<file path="config.mk">
export PLATFORM = sky130hd
export DESIGN_NAME = header_length_checksum_deframer_flat
export DESIGN_NICKNAME = d
export VERILOG_FILES = /design/src/rtl/hlcd_pkg.sv /design/src/rtl/hlcd_req_if.sv /design/src/rtl/hlcd_front.sv /design/src/rtl/hlcd_queue.sv /design/src/rtl/hlcd_back.sv /design/src/rtl/header_length_checksum_deframer.sv /design/src/flat_wrapper.sv
export SDC_FILE = /design/constraint.sdc
export NUM_CORES = 1
export LEC_CHECK = 0
export ABC_AREA = 1
export BUFFER_PORTS_ARGS = -buffer_cell sky130_fd_sc_hd__clkbuf_2
export CORE_UTILIZATION = 50
export CTS_BUF_LIST = sky130_fd_sc_hd__clkbuf_4
export DETAILED_ROUTE_END_ITERATION = 7
export GPL_TIMING_DRIVEN = 1
export PLACE_DENSITY = 0.68
export REMOVE_ABC_BUFFERS = 1
export SLEW_MARGIN = 20
export SYNTH_ARGS = -nofsm -noshare
export SYNTH_HDL_FRONTEND = slang
export SYNTH_SLANG_ARGS = --single-unit
</file>
<file path="constraint.sdc">
create_clock -name clock -period 5.3 [get_ports clock]
set_input_delay 0.795 -clock clock [delete_from_list [all_inputs] [get_ports clock]]
set_output_delay 0.795 -clock clock [all_outputs]
set_load 0.005 [all_outputs]
</file>
<file path="src/rtl/hlcd_pkg.sv">
// shared constants, codes and the queue record type for the frame receiver
`timescale 1ns / 1ps

package hlcd_pkg;

   localparam int unsigned BYTE_W      = 8;
   localparam int unsigned OFFSET_W    = 16;
   localparam int unsigned LENGTH_W    = 16;
   localparam int unsigned POS_W       = 17;
   localparam int unsigned CSR_INDEX_W = 1;

   localparam logic [POS_W-1:0] HEADER_BYTES = 17'd6;

   localparam logic [BYTE_W-1:0] START_FIRST_RESET  = 8'h55;
   localparam logic [BYTE_W-1:0] START_SECOND_RESET = 8'hAA;

   // register indexes
   localparam logic [CSR_INDEX_W-1:0] CSR_START_FIRST  = 1'b0;
   localparam logic [CSR_INDEX_W-1:0] CSR_START_SECOND = 1'b1;

   // byte positions within a frame
   localparam logic [POS_W-1:0] POS_HUNT    = 17'd0;
   localparam logic [POS_W-1:0] POS_SECOND  = 17'd1;
   localparam logic [POS_W-1:0] POS_VERSION = 17'd2;
   localparam logic [POS_W-1:0] POS_COMMAND = 17'd3;
   localparam logic [POS_W-1:0] POS_LEN_HI  = 17'd4;
   localparam logic [POS_W-1:0] POS_LEN_LO  = 17'd5;

   // classification of a received byte
   localparam logic [1:0] KIND_NONE    = 2'd0;
   localparam logic [1:0] KIND_PAYLOAD = 2'd1;
   localparam logic [1:0] KIND_DONE    = 2'd2;

   localparam int unsigned QUEUE_DEPTH = 2;
   localparam int unsigned QUEUE_PTR_W = 1;
   localparam int unsigned QUEUE_CNT_W = 2;

   typedef struct packed {
      logic [1:0]          kind;
      logic [BYTE_W-1:0]   data;
      logic [BYTE_W-1:0]   sum;
      logic [OFFSET_W-1:0] offset;
      logic [BYTE_W-1:0]   version;
      logic [BYTE_W-1:0]   command;
      logic [LENGTH_W-1:0] length;
   } rec_type;

endpackage

</file>
<file path="src/rtl/hlcd_req_if.sv">
// byte input channel and result channel interfaces
`timescale 1ns / 1ps

interface hlcd_req_if;
   logic       valid;
   logic       ready;
   logic [7:0] rx_byte;

   modport source (output valid, output rx_byte, input ready);
   modport sink   (input valid, input rx_byte, output ready);
endinterface

interface hlcd_rsp_if;
   logic        valid;
   logic        ready;
   logic        payload_valid;
   logic [7:0]  payload_byte;
   logic [15:0] payload_offset;
   logic        frame_done;
   logic        checksum_ok;
   logic [7:0]  frame_version;
   logic [7:0]  frame_command;
   logic [15:0] frame_length;

   modport source (output valid, output payload_valid, output payload_byte,
                   output payload_offset, output frame_done, output checksum_ok,
                   output frame_version, output frame_command, output frame_length,
                   input ready);
   modport sink   (input valid, input payload_valid, input payload_byte,
                   input payload_offset, input frame_done, input checksum_ok,
                   input frame_version, input frame_command, input frame_length,
                   output ready);
endinterface

</file>
<file path="src/rtl/hlcd_front.sv">
// front end: start byte hunt, header capture, running sum and byte classification
`timescale 1ns / 1ps

module hlcd_front (
   input  logic                                clock,
   input  logic                                reset,
   input  logic                                csr_wr_en,
   input  logic [hlcd_pkg::CSR_INDEX_W-1:0]    csr_index,
   input  logic [hlcd_pkg::BYTE_W-1:0]         csr_wr_data,
   hlcd_req_if.sink                            req_chan,
   input  logic                                push_ready,
   output logic                                push_valid,
   output hlcd_pkg::rec_type                   push_rec
);

   logic [hlcd_pkg::BYTE_W-1:0]   start_first_ff, start_second_ff;
   logic [hlcd_pkg::POS_W-1:0]    pos_ff, pos_in;
   logic [hlcd_pkg::BYTE_W-1:0]   sum_ff, sum_in;
   logic [hlcd_pkg::BYTE_W-1:0]   version_ff, version_in;
   logic [hlcd_pkg::BYTE_W-1:0]   command_ff, command_in;
   logic [hlcd_pkg::BYTE_W-1:0]   len_hi_ff, len_hi_in;
   logic [hlcd_pkg::LENGTH_W-1:0] len_ff, len_in;
   logic                          len_known_ff, len_known_in;
   logic                          accept;
   logic                          advance;
   logic                          hunt;
   logic [hlcd_pkg::BYTE_W-1:0]   b;
   logic [hlcd_pkg::POS_W-1:0]    end_pos;
   logic [hlcd_pkg::POS_W-1:0]    offset_full;

   assign req_chan.ready = push_ready;
   assign accept         = req_chan.valid && push_ready;
   assign push_valid     = req_chan.valid;
   assign b              = req_chan.rx_byte;
   assign end_pos        = hlcd_pkg::HEADER_BYTES + {1'b0, len_ff};
   assign offset_full    = pos_ff - hlcd_pkg::HEADER_BYTES;

   always_comb begin
      push_rec         = '0;
      push_rec.kind    = hlcd_pkg::KIND_NONE;
      push_rec.data    = b;
      push_rec.sum     = sum_ff;
      push_rec.offset  = offset_full[hlcd_pkg::OFFSET_W-1:0];
      push_rec.version = version_ff;
      push_rec.command = command_ff;
      push_rec.length  = len_ff;
      version_in       = version_ff;
      command_in       = command_ff;
      len_hi_in        = len_hi_ff;
      len_in           = len_ff;
      len_known_in     = len_known_ff;
      advance          = 1'b0;
      hunt             = 1'b0;
      sum_in           = sum_ff;
      pos_in           = pos_ff;
      case (pos_ff)
         hlcd_pkg::POS_HUNT: begin
            if (b == start_first_ff) begin
               sum_in = b;
               pos_in = hlcd_pkg::POS_SECOND;
            end else begin
               hunt = 1'b1;
            end
         end
         hlcd_pkg::POS_SECOND: begin
            if (b == start_second_ff) begin
               advance = 1'b1;
            end else begin
               hunt = 1'b1;
            end
         end
         hlcd_pkg::POS_VERSION: begin
            version_in = b;
            advance    = 1'b1;
         end
         hlcd_pkg::POS_COMMAND: begin
            command_in = b;
            advance    = 1'b1;
         end
         hlcd_pkg::POS_LEN_HI: begin
            len_hi_in = b;
            advance   = 1'b1;
         end
         hlcd_pkg::POS_LEN_LO: begin
            len_in       = {len_hi_ff, b};
            len_known_in = 1'b1;
            advance      = 1'b1;
         end
         default: begin
            if (len_known_ff && pos_ff == end_pos) begin
               push_rec.kind = hlcd_pkg::KIND_DONE;
               hunt          = 1'b1;
            end else if (!len_known_ff) begin
               hunt = 1'b1;
            end else begin
               push_rec.kind = hlcd_pkg::KIND_PAYLOAD;
               advance       = 1'b1;
            end
         end
      endcase
      if (advance) begin
         sum_in = sum_ff + b;
         pos_in = pos_ff + 17'd1;
      end
      if (hunt) begin
         sum_in       = '0;
         pos_in       = hlcd_pkg::POS_HUNT;
         len_known_in = 1'b0;
      end
   end

   always_ff @(posedge clock) begin
      if (reset) begin
         start_first_ff  <= hlcd_pkg::START_FIRST_RESET;
         start_second_ff <= hlcd_pkg::START_SECOND_RESET;
      end else if (csr_wr_en) begin
         if (csr_index == hlcd_pkg::CSR_START_FIRST) begin
            start_first_ff <= csr_wr_data;
         end
         if (csr_index == hlcd_pkg::CSR_START_SECOND) begin
            start_second_ff <= csr_wr_data;
         end
      end
   end

   always_ff @(posedge clock) begin
      if (reset) begin
         pos_ff       <= hlcd_pkg::POS_HUNT;
         sum_ff       <= '0;
         version_ff   <= '0;
         command_ff   <= '0;
         len_hi_ff    <= '0;
         len_ff       <= '0;
         len_known_ff <= 1'b0;
      end else if (accept) begin
         pos_ff       <= pos_in;
         sum_ff       <= sum_in;
         version_ff   <= version_in;
         command_ff   <= command_in;
         len_hi_ff    <= len_hi_in;
         len_ff       <= len_in;
         len_known_ff <= len_known_in;
      end
   end

endmodule

</file>
<file path="src/rtl/hlcd_queue.sv">
// two-entry queue of classified bytes between front and back
`timescale 1ns / 1ps

module hlcd_queue (
   input  logic              clock,
   input  logic              reset,
   input  logic              push_valid,
   input  hlcd_pkg::rec_type push_rec,
   output logic              push_ready,
   output logic              pop_valid,
   output hlcd_pkg::rec_type pop_rec,
   input  logic              pop_ready
);

   hlcd_pkg::rec_type                  entry_ff [hlcd_pkg::QUEUE_DEPTH];
   logic [hlcd_pkg::QUEUE_PTR_W-1:0]   wr_ptr_ff, wr_ptr_in;
   logic [hlcd_pkg::QUEUE_PTR_W-1:0]   rd_ptr_ff, rd_ptr_in;
   logic [hlcd_pkg::QUEUE_CNT_W-1:0]   count_ff, count_in;
   logic                               push;
   logic                               pop;

   assign push_ready = count_ff != hlcd_pkg::QUEUE_CNT_W'(hlcd_pkg::QUEUE_DEPTH);
   assign pop_valid  = count_ff != '0;
   assign pop_rec    = entry_ff[rd_ptr_ff];
   assign push       = push_valid && push_ready;
   assign pop        = pop_valid && pop_ready;

   always_comb begin
      wr_ptr_in = wr_ptr_ff;
      rd_ptr_in = rd_ptr_ff;
      count_in  = count_ff;
      if (push) begin
         wr_ptr_in = wr_ptr_ff + 1'b1;
      end
      if (pop) begin
         rd_ptr_in = rd_ptr_ff + 1'b1;
      end
      if (push && !pop) begin
         count_in = count_ff + 1'b1;
      end else if (pop && !push) begin
         count_in = count_ff - 1'b1;
      end
   end

   always_ff @(posedge clock) begin
      if (reset) begin
         wr_ptr_ff <= '0;
         rd_ptr_ff <= '0;
         count_ff  <= '0;
      end else begin
         wr_ptr_ff <= wr_ptr_in;
         rd_ptr_ff <= rd_ptr_in;
         count_ff  <= count_in;
      end
   end

   always_ff @(posedge clock) begin
      if (push) begin
         entry_ff[wr_ptr_ff] <= push_rec;
      end
   end

endmodule

</file>
<file path="src/rtl/hlcd_back.sv">
// back end: checksum compare, result formatting and output register
`timescale 1ns / 1ps

module hlcd_back (
   input  logic              clock,
   input  logic              reset,
   input  logic              pop_valid,
   input  hlcd_pkg::rec_type pop_rec,
   output logic              pop_ready,
   hlcd_rsp_if.source        rsp_chan
);

   logic                          valid_ff;
   logic                          pay_valid_ff, pay_valid_in;
   logic [hlcd_pkg::BYTE_W-1:0]   pay_byte_ff, pay_byte_in;
   logic [hlcd_pkg::OFFSET_W-1:0] pay_offset_ff, pay_offset_in;
   logic                          done_ff, done_in;
   logic                          ok_ff, ok_in;
   logic [hlcd_pkg::BYTE_W-1:0]   version_ff, version_in;
   logic [hlcd_pkg::BYTE_W-1:0]   command_ff, command_in;
   logic [hlcd_pkg::LENGTH_W-1:0] length_ff, length_in;
   logic                          take;

   assign pop_ready = !valid_ff || rsp_chan.ready;
   assign take      = pop_valid && pop_ready;

   always_comb begin
      pay_valid_in  = 1'b0;
      pay_byte_in   = '0;
      pay_offset_in = '0;
      done_in       = 1'b0;
      ok_in         = 1'b0;
      version_in    = '0;
      command_in    = '0;
      length_in     = '0;
      case (pop_rec.kind)
         hlcd_pkg::KIND_PAYLOAD: begin
            pay_valid_in  = 1'b1;
            pay_byte_in   = pop_rec.data;
            pay_offset_in = pop_rec.offset;
         end
         hlcd_pkg::KIND_DONE: begin
            done_in    = 1'b1;
            ok_in      = pop_rec.data == pop_rec.sum;
            version_in = pop_rec.version;
            command_in = pop_rec.command;
            length_in  = pop_rec.length;
         end
         default: begin
         end
      endcase
   end

   always_ff @(posedge clock) begin
      if (reset) begin
         valid_ff <= 1'b0;
      end else if (pop_ready) begin
         valid_ff <= pop_valid;
      end
   end

   always_ff @(posedge clock) begin
      if (take) begin
         pay_valid_ff  <= pay_valid_in;
         pay_byte_ff   <= pay_byte_in;
         pay_offset_ff <= pay_offset_in;
         done_ff       <= done_in;
         ok_ff         <= ok_in;
         version_ff    <= version_in;
         command_ff    <= command_in;
         length_ff     <= length_in;
      end
   end

   assign rsp_chan.valid          = valid_ff;
   assign rsp_chan.payload_valid  = pay_valid_ff;
   assign rsp_chan.payload_byte   = pay_byte_ff;
   assign rsp_chan.payload_offset = pay_offset_ff;
   assign rsp_chan.frame_done     = done_ff;
   assign rsp_chan.checksum_ok    = ok_ff;
   assign rsp_chan.frame_version  = version_ff;
   assign rsp_chan.frame_command  = command_ff;
   assign rsp_chan.frame_length   = length_ff;

endmodule

</file>
<file path="src/rtl/header_length_checksum_deframer.sv">
// top level of the serial frame receiver: one result transaction per byte
// a byte's result is registered in a queue entry and then in the output register
// throughput: one byte per cycle while the result side is ready, set by the combinational front classifier
// the two-entry queue and output register let input and output stall apart
// reset is synchronous and active high; start bytes return to 0x55 and 0xaa
`timescale 1ns / 1ps

module header_length_checksum_deframer (
   input  logic                             clock,
   input  logic                             reset,
   input  logic                             csr_wr_en,
   input  logic [hlcd_pkg::CSR_INDEX_W-1:0] csr_index,
   input  logic [hlcd_pkg::BYTE_W-1:0]      csr_wr_data,
   hlcd_req_if.sink                         req_chan,
   hlcd_rsp_if.source                       rsp_chan
);

   logic              push_valid;
   logic              push_ready;
   hlcd_pkg::rec_type push_rec;
   logic              pop_valid;
   logic              pop_ready;
   hlcd_pkg::rec_type pop_rec;

   hlcd_front u_front (
      .clock       (clock),
      .reset       (reset),
      .csr_wr_en   (csr_wr_en),
      .csr_index   (csr_index),
      .csr_wr_data (csr_wr_data),
      .req_chan    (req_chan),
      .push_ready  (push_ready),
      .push_valid  (push_valid),
      .push_rec    (push_rec)
   );

   hlcd_queue u_queue (
      .clock      (clock),
      .reset      (reset),
      .push_valid (push_valid),
      .push_rec   (push_rec),
      .push_ready (push_ready),
      .pop_valid  (pop_valid),
      .pop_rec    (pop_rec),
      .pop_ready  (pop_ready)
   );

   hlcd_back u_back (
      .clock     (clock),
      .reset     (reset),
      .pop_valid (pop_valid),
      .pop_rec   (pop_rec),
      .pop_ready (pop_ready),
      .rsp_chan  (rsp_chan)
   );

endmodule

</file>
<file path="src/flat_wrapper.sv">
// flat-port wrapper written by rule: the top's interface ports become plain ports
module header_length_checksum_deframer_flat 
  (clock, reset, csr_wr_en, csr_index, csr_wr_data, req_chan_valid, req_chan_rx_byte, req_chan_ready, rsp_chan_valid, rsp_chan_payload_valid, rsp_chan_payload_byte, rsp_chan_payload_offset, rsp_chan_frame_done, rsp_chan_checksum_ok, rsp_chan_frame_version, rsp_chan_frame_command, rsp_chan_frame_length, rsp_chan_ready);
  hlcd_req_if req_chan_i ();
  hlcd_rsp_if rsp_chan_i ();
  input  logic clock;
  input  logic reset;
  input  logic csr_wr_en;
  input  logic [hlcd_pkg::CSR_INDEX_W-1:0] csr_index;
  input  logic [hlcd_pkg::BYTE_W-1:0] csr_wr_data;
  input wire logic [$bits(req_chan_i.valid)-1:0] req_chan_valid;
  input wire logic [$bits(req_chan_i.rx_byte)-1:0] req_chan_rx_byte;
  output wire logic [$bits(req_chan_i.ready)-1:0] req_chan_ready;
  output wire logic [$bits(rsp_chan_i.valid)-1:0] rsp_chan_valid;
  output wire logic [$bits(rsp_chan_i.payload_valid)-1:0] rsp_chan_payload_valid;
  output wire logic [$bits(rsp_chan_i.payload_byte)-1:0] rsp_chan_payload_byte;
  output wire logic [$bits(rsp_chan_i.payload_offset)-1:0] rsp_chan_payload_offset;
  output wire logic [$bits(rsp_chan_i.frame_done)-1:0] rsp_chan_frame_done;
  output wire logic [$bits(rsp_chan_i.checksum_ok)-1:0] rsp_chan_checksum_ok;
  output wire logic [$bits(rsp_chan_i.frame_version)-1:0] rsp_chan_frame_version;
  output wire logic [$bits(rsp_chan_i.frame_command)-1:0] rsp_chan_frame_command;
  output wire logic [$bits(rsp_chan_i.frame_length)-1:0] rsp_chan_frame_length;
  input wire logic [$bits(rsp_chan_i.ready)-1:0] rsp_chan_ready;
  assign req_chan_i.valid = req_chan_valid;
  assign req_chan_i.rx_byte = req_chan_rx_byte;
  assign req_chan_ready = req_chan_i.ready;
  assign rsp_chan_valid = rsp_chan_i.valid;
  assign rsp_chan_payload_valid = rsp_chan_i.payload_valid;
  assign rsp_chan_payload_byte = rsp_chan_i.payload_byte;
  assign rsp_chan_payload_offset = rsp_chan_i.payload_offset;
  assign rsp_chan_frame_done = rsp_chan_i.frame_done;
  assign rsp_chan_checksum_ok = rsp_chan_i.checksum_ok;
  assign rsp_chan_frame_version = rsp_chan_i.frame_version;
  assign rsp_chan_frame_command = rsp_chan_i.frame_command;
  assign rsp_chan_frame_length = rsp_chan_i.frame_length;
  assign rsp_chan_i.ready = rsp_chan_ready;
  header_length_checksum_deframer u_core (.clock(clock), .reset(reset), .csr_wr_en(csr_wr_en), .csr_index(csr_index), .csr_wr_data(csr_wr_data), .req_chan(req_chan_i), .rsp_chan(rsp_chan_i));
endmodule
</file>
Word level (Yosys, flattened, before mapping)
Memory sizes are Yosys's and may differ from the RTL's. A register that Yosys moved wholly into a read port is not among the register bits.
Index checks and enable logic that the tools add are counted.
{"block": "word_totals", "inputBits": 22, "ramBits": 132, "memories": 1, "regBits": 146}
{"memory": "u_core.u_queue.entry_ff", "words": 2, "word_bits": 66, "read_ports": 1, "rd_ports_with_merged_regs": 1, "wr": 1, "line_no": "hlcd_queue.sv:15", "text": "hlcd_pkg::rec_type entry_ff [hlcd_pkg::QUEUE_DEPTH];"}
{"block": "classes", "n_addsub": 8, "eq_ne": 12, "bitwise": 1, "muxes": 30, "n_reduce_logical": 25}
{"op": "17-bit two-way mux", "count": 4}
{"op": "17-bit by 2-bit equality test with 1-bit output, second input constant", "count": 2}
{"op": "17-bit by 3-bit equality test with 1-bit output, second input constant", "count": 2}
{"op": "8-bit two-way mux", "count": 4}
{"op": "8-bit equality test", "count": 3}
{"op": "17-bit by 1-bit adder with 17-bit output, second input constant", "count": 1}
{"op": "3-bit by 16-bit adder with 17-bit output, first input constant", "count": 1}
{"op": "17-bit by 1-bit equality test with 1-bit output, second input constant", "count": 1}
{"op": "17-bit equality test", "count": 1}
{"op": "17-bit logical NOT", "count": 1}
{"op": "1-bit two-way mux", "count": 16}
{"op": "16-bit by 3-bit subtractor with 16-bit output, second input constant", "count": 1}
{"op": "2-bit AND reduction", "count": 7}
{"op": "8-bit adder", "count": 1}
{"op": "2-bit two-way mux", "count": 4}
{"op": "1-bit case mux with 3 select lines", "count": 2}
{"op": "2-bit nonzero test", "count": 3}
{"op": "3-bit nonzero test", "count": 2}
{"op": "6-bit OR reduction", "count": 1}
{"op": "1-bit logical AND", "count": 5}
{"op": "4-bit OR reduction", "count": 1}
{"op": "1-bit logical NOT", "count": 3}
{"op": "3-bit AND reduction", "count": 1}
{"op": "1-bit adder, second input constant", "count": 2}
{"op": "7 further kinds", "count": 7}

Depth between registers and ports, before layout
{"block": "depth", "ltp_word": 7, "mapped_depth": 18, "ltp_nobuf": 17}

By module
A second synthesis with hierarchy kept.
{"block": "unflattened", "cells_unflattened": 1195, "hier_area_um2": 12613.3}
{"mod": "hlcd_queue", "seq_area_each_um2": 4063.9, "n_inst": 1, "area_per_inst_um2": 5162.5, "cells_per_inst": 242}
{"mod": "hlcd_front", "seq_area_each_um2": 1641.6, "n_inst": 1, "area_per_inst_um2": 5004.8, "cells_per_inst": 738}
{"mod": "hlcd_back", "seq_area_each_um2": 1791.7, "n_inst": 1, "area_per_inst_um2": 2446.1, "cells_per_inst": 215}

Least setup slack after synthesis
OpenSTA, ideal clock, no wires.
{"block": "synth_path", "path_type": "input-to-reg", "from": "input port rsp_chan_ready", "to": "register u_core.u_queue.count_ff[1] (netlist bit)", "arrival_ns": 4.846, "slack_ns": 0.332, "cell_stages": 8, "cell_sequence": "nor2_1 > a21oi_1 > inv_1 > ha_1 > a21oi_1 > o21ai_0 > o21ai_0 > a21oi_1"}
{"block": "synth_via", "elab_chain_cells": 5, "word_cells_on_any_way": 7}
{"element": "start, declared", "line_no": "flat_wrapper.sv:23", "text": "input wire logic [$bits(rsp_chan_i.ready)-1:0] rsp_chan_ready;"}
{"element": "1-bit logical OR *", "line_no": "hlcd_back.sv:24", "text": "assign pop_ready = !valid_ff || rsp_chan.ready;"}
{"element": "1-bit logical AND *"}
{"element": "named net u_core.u_back.take", "line_no": "hlcd_back.sv:22", "text": "logic take;"}
{"element": "1-bit logical NOT", "line_no": "hlcd_queue.sv:38", "text": "if (push && !pop) begin"}
{"element": "1-bit logical AND", "line_no": "hlcd_queue.sv:38"}
{"element": "2-bit two-way mux / 2-bit nonzero test (equally long branches)"}
{"element": "end signal, assigned", "line_no": "hlcd_queue.sv:53", "text": "count_ff <= count_in;"}
{"element": "end, declared", "line_no": "hlcd_queue.sv:18", "text": "logic [hlcd_pkg::QUEUE_CNT_W-1:0] count_ff, count_in;"}
Mark *: on every way through the listed nets, which the timed path passes. The rest lies on a longest branch.
A chain may end at the register's enable or synchronous reset.

Worst setup path after layout
{"block": "layout_path", "from": "register u_core.u_queue.count_ff[0] (netlist bit)", "to": "register u_core.u_front.len_ff[6] (netlist bit)"}
{"block": "layout_via", "elab_chain_cells": 3}
{"element": "2-bit != test", "line_no": "hlcd_queue.sv:22", "text": "assign push_ready = count_ff != hlcd_pkg::QUEUE_CNT_W'(hlcd_pkg::QUEUE_DEPTH);"}
{"element": "1-bit logical AND", "line_no": "hlcd_front.sv:32", "text": "assign accept = req_chan.valid && push_ready;"}
{"element": "2-bit AND reduction (no source line)"}
{"element": "end signal, assigned", "line_no": "hlcd_front.sv:141", "text": "len_ff <= len_in;"}
{"element": "end, declared", "line_no": "hlcd_front.sv:22", "text": "logic [hlcd_pkg::LENGTH_W-1:0] len_ff, len_in;"}
Every way passes these cells.

==> run_summary.xml <==
<?xml version="1.0" encoding="UTF-8"?>
<metrics>
  <group name="status">
    <metric name="outcome" unit="">finished clean</metric>
  </group>
  <group name="power">
    <metric name="ir_worst_vdd" unit="mV">0.250</metric>
    <metric name="powerDensity" unit="mW/mm^2">465</metric>
    <metric name="power_leakage" unit="uW">0.00545</metric>
  </group>
  <group name="worst_setup_path">
    <metric name="crit_required" unit="ns">5.87</metric>
    <metric name="r2r_start" unit="">u_core.u_queue.count_ff[0]</metric>
    <metric name="timing.critical_path.to_type" unit="">flip-flop</metric>
    <metric name="setup.reg_to_reg.worst_slack" unit="ns">1.90</metric>
    <metric name="critPathLaunch" unit="">u_core.u_queue.count_ff[0]</metric>
    <metric name="worst-setup-path-type" unit="">flip-flop to flip-flop</metric>
    <metric name="r2r-end" unit="">u_core.u_front.len_ff[6]</metric>
    <metric name="crit_fanout" unit="">33</metric>
    <metric name="cp-endpoint" unit="">u_core.u_front.len_ff[6]</metric>
    <metric name="crit_arrival" unit="ns">3.97</metric>
    <metric name="startpoint_type" unit="">flip-flop</metric>
    <metric name="r2r.worst_path.cells" unit="">7</metric>
  </group>
  <group name="clock_network">
    <metric name="cts.htree.levels" unit="">3</metric>
    <metric name="clock-sinks" unit="">279</metric>
    <metric name="cts-buffers-inserted" unit="">74</metric>
    <metric name="cts_setup_buffers" unit="">0</metric>
    <metric name="tritoncts_clock_tree" unit="">built</metric>
    <metric name="cts.path.max_buffers" unit="">3</metric>
    <metric name="clock-root-buffer" unit="">sky130_fd_sc_hd__clkbuf_4</metric>
    <metric name="cts.repair.resized" unit="">0</metric>
    <metric name="clock_insertion_delay_worst_skew" unit="ns">0.70</metric>
    <metric name="clkTransAtPathRegs" unit="ns">0.06</metric>
    <metric name="holdBufCountCts" unit="">0</metric>
  </group>
  <group name="layout">
    <metric name="final_nets" unit="">1383</metric>
    <metric name="layout.cell_area.non_filler" unit="sq mm">0.0138</metric>
    <metric name="final_common_cell" unit="">sky130_fd_sc_hd__nand2_1</metric>
    <metric name="proportion_of_layout_cells_with_a_drive_suffix_above_1" unit="%">17.6</metric>
    <metric name="flow.area_growth_from_synthesis" unit="%">13.8</metric>
    <metric name="layout_common_cells" unit="">275 x sky130_fd_sc_hd__nand2_1, 191 x sky130_fd_sc_hd__edfxtp_1, 127 x sky130_fd_sc_hd__a21oi_1</metric>
  </group>
  <group name="logic_synthesis">
    <metric name="post_synth_instance_area" unit="sq mm">0.0121</metric>
    <metric name="post_synth_fa_ha_maj_area_fraction" unit="%">1.61</metric>
    <metric name="combinational_family_with_the_most_area_after_synthesis" unit="">simple AND/OR/NAND/NOR gates</metric>
    <metric name="syn-mean-instance-area" unit="sq um">9.86</metric>
    <metric name="ys_warn_count" unit="">0</metric>
    <metric name="synth.ff_latch_count" unit="">279</metric>
    <metric name="parity_gate_share_of_the_synthesized_area_counting_xor_and_xnor_cells" unit="%">2.89</metric>
    <metric name="post_synthesis_cell_count" unit="">1231</metric>
    <metric name="synth-compound-area-share" unit="%">9.57</metric>
    <metric name="synth_seq_area_share" unit="%">61.8</metric>
    <metric name="distinct_cell_type_count_after_synthesis" unit="">44</metric>
    <metric name="synth_mux_area_share" unit="%">0.907</metric>
    <metric name="synth-simple-area-share" unit="%">17.7</metric>
  </group>
  <group name="floorplan">
    <metric name="i_o_pins" unit="">83</metric>
    <metric name="core_area" unit="sq mm">0.0236</metric>
    <metric name="core.rowCount" unit="">56</metric>
    <metric name="die_w" unit="microns">158</metric>
    <metric name="die_area" unit="sq mm">0.0249</metric>
    <metric name="start_util" unit="%">51.4</metric>
    <metric name="die_height" unit="microns">158</metric>
  </group>
  <group name="grt">
    <metric name="grt_start_max_net_pins" unit="">68</metric>
    <metric name="grt_pass1_wl" unit="microns">43000</metric>
    <metric name="grt-ovfl-total" unit="">0</metric>
    <metric name="antenna_found_initial" unit="">1</metric>
    <metric name="via_count_of_the_first_global_routing_pass" unit="">8527</metric>
    <metric name="track_usage" unit="%">22.3</metric>
  </group>
  <group name="sta">
    <metric name="period_needed" unit="ns">3.40</metric>
    <metric name="max-slew-margin-rel" unit="%">30.8</metric>
    <metric name="drv_slew" unit="">0</metric>
    <metric name="skew" unit="ns">0.0665</metric>
    <metric name="final-hold-violation-count" unit="">0</metric>
    <metric name="fmaxAchievable" unit="MHz">294</metric>
    <metric name="final.setup.tns" unit="ns">0</metric>
    <metric name="timing.final.setup_violations" unit="">0</metric>
    <metric name="timing_worst_slew_pin_value" unit="ns">1.04</metric>
    <metric name="timing.hold.ws" unit="ns">0.350</metric>
    <metric name="finalCritPeriodShare" unit="%">64.1</metric>
    <metric name="rsz0062_at_grt" unit="">false</metric>
  </group>
  <group name="place">
    <metric name="finalWeightedCongestion" unit="">0.919</metric>
    <metric name="port_buffers" unit="">82</metric>
    <metric name="place_area" unit="sq mm">0.0128</metric>
    <metric name="dpl.hpwl" unit="microns">17000</metric>
  </group>
  <group name="drt">
    <metric name="routedWlPerCell" unit="microns">15.5</metric>
    <metric name="via_count" unit="">9000</metric>
    <metric name="post-route-drc-count" unit="">0</metric>
    <metric name="drt_iter0_drcs" unit="">692</metric>
    <metric name="routed_wirelength" unit="microns">26600</metric>
    <metric name="route.antenna.remaining_nets" unit="">0</metric>
    <metric name="routed_via_density" unit="">5.22</metric>
    <metric name="drt_pre_antenna_iters" unit="">5</metric>
  </group>
  <group name="run">
    <metric name="drv_cap" unit="">0</metric>
  </group>
  <group name="worst_hold_path">
    <metric name="timing.hold.worst.class" unit="">primary input to flip-flop</metric>
  </group>
</metrics>
## synth_stat cells, drive strengths merged
library cell | number | area (sq um)
nor3 | 11 | 66.3
inv | 114 | 428
buf | 20 | 121
a21oi | 129 | 649
o211ai | 2 | 20.0
clkinv | 2 | 7.51
edfxtp | 191 | 5740
nor4 | 3 | 25.0
nand2 | 281 | 1080
dfxtp | 88 | 1760
nor2 | 95 | 397
o41ai | 1 | 8.76
a31o | 1 | 8.76
xnor2 | 6 | 52.6
a221oi | 1 | 8.76
mux2i | 11 | 110
nand3b | 5 | 37.5
o22ai | 1 | 6.26
nand4 | 17 | 113
or2 | 6 | 37.5
nand3 | 79 | 395
ha | 14 | 175
fa | 1 | 20.0
o31ai | 2 | 15.0
clkbuf | 32 | 120
xor2 | 34 | 298
o21ai | 80 | 404
o21bai | 1 | 18.8
a211oi | 3 | 22.5
## area by class of cell
| cell class | instances | area (sq um) |
|---|---|---|
| clock inverters | 20 | 148 |
| flip-flops and latches | 279 | 7500 |
| diodes | 1 | 2.50 |
| well taps | 319 | 399 |
| clock buffers | 114 | 856 |
| repair buffers | 91 | 478 |
| multi-input cells | 784 | 4000 |
| fillers | 2075 | 9800 |
| inverters | 116 | 435 |
## layer usage
| metal | up-vias | share of wire [%] | GRT usage, % |
|---|---|---|---|
| met3 | 52 | 5.8 | 4.22 |
| li1 | 4459 | - | - |
| met1 | 4217 | 46 | 29.8 |
| met2 | 272 | 47 | 36.3 |
| met5 | - | 0 | 0 |
| met4 | 0 | 1.7 | 7.67 |
## power breakdown
part	switching, uW	total [uW]	internal, uW
Clock	867	1950	1080
Combinational	929	1390	460
Sequential	167	3080	2910
## worst min path at each step
| stage | start | to | slack (ns) | cells past startpoint |
|---|---|---|---|---|
| floorplan | u_core.u_front.len_hi_ff[0] | u_core.u_front.len_hi_ff[0] | 0.42 | 2 |
| global placement | u_core.u_queue.rd_ptr_ff | flip-flop | 0.43 | 1 |
| detailed placement | u_core.u_queue.rd_ptr_ff | flip-flop | 0.43 | 1 |
| CTS | csr_wr_data[2] | u_core.u_front.start_first_ff[2] | 0.30 | 3 |
| global route | csr_wr_data[4] | u_core.u_front.start_first_ff[4] | 0.33 | 3 |
| finish | csr_wr_data[7] | u_core.u_front.start_second_ff[7] | 0.35 | 3 |
## sequential cells by signal, summed over array words and instances (netlist names), 16 cells and up, named ones only
name,cells
u_core.u_back.rsp_chan.payload_offset,16
u_core.u_front.len_ff,16
u_core.u_front.pos_ff,17
u_core.u_queue.entry_ff,132
u_core.u_back.rsp_chan.frame_length,16
## through the flow
stage	setup WS [ns]	util, %	instances	power [uW]
after floorplan	0.328	-	1179	3950
after global placement	1.68	54.2	1589	4500
after detailed placement	1.59	54.2	1589	4540
after CTS	1.90	58.5	1723	6490
after global routing	1.50	58.5	1724	6810
final	1.90	58.5	1724	6420
## worst max-delay path, stage by stage, from the launching register on
cell	delay, ns
sky130_fd_sc_hd__dfxtp_1	0.32
sky130_fd_sc_hd__inv_1	0.14
sky130_fd_sc_hd__nand2_1	0.09
sky130_fd_sc_hd__nand2_1	0.55
sky130_fd_sc_hd__clkinv_1	0.79
sky130_fd_sc_hd__nand3_1	1.06
sky130_fd_sc_hd__o21ai_0	0.19
sky130_fd_sc_hd__a21oi_1	0.15
## kinds of logic (layout without fill, tap and decap cells)
family                     after synthesis  in the layout
and+or+nand+nor                        497            497
other                                    0              1
xor gates and xnor gates                40             40
muxes                                   11             11
adders and majority gates               15             15
AOI/OAI and AO/OA                      221            221
buffers and inverters                  168            341
DFF                                    279            279
(Power assumes the default switching activity.)
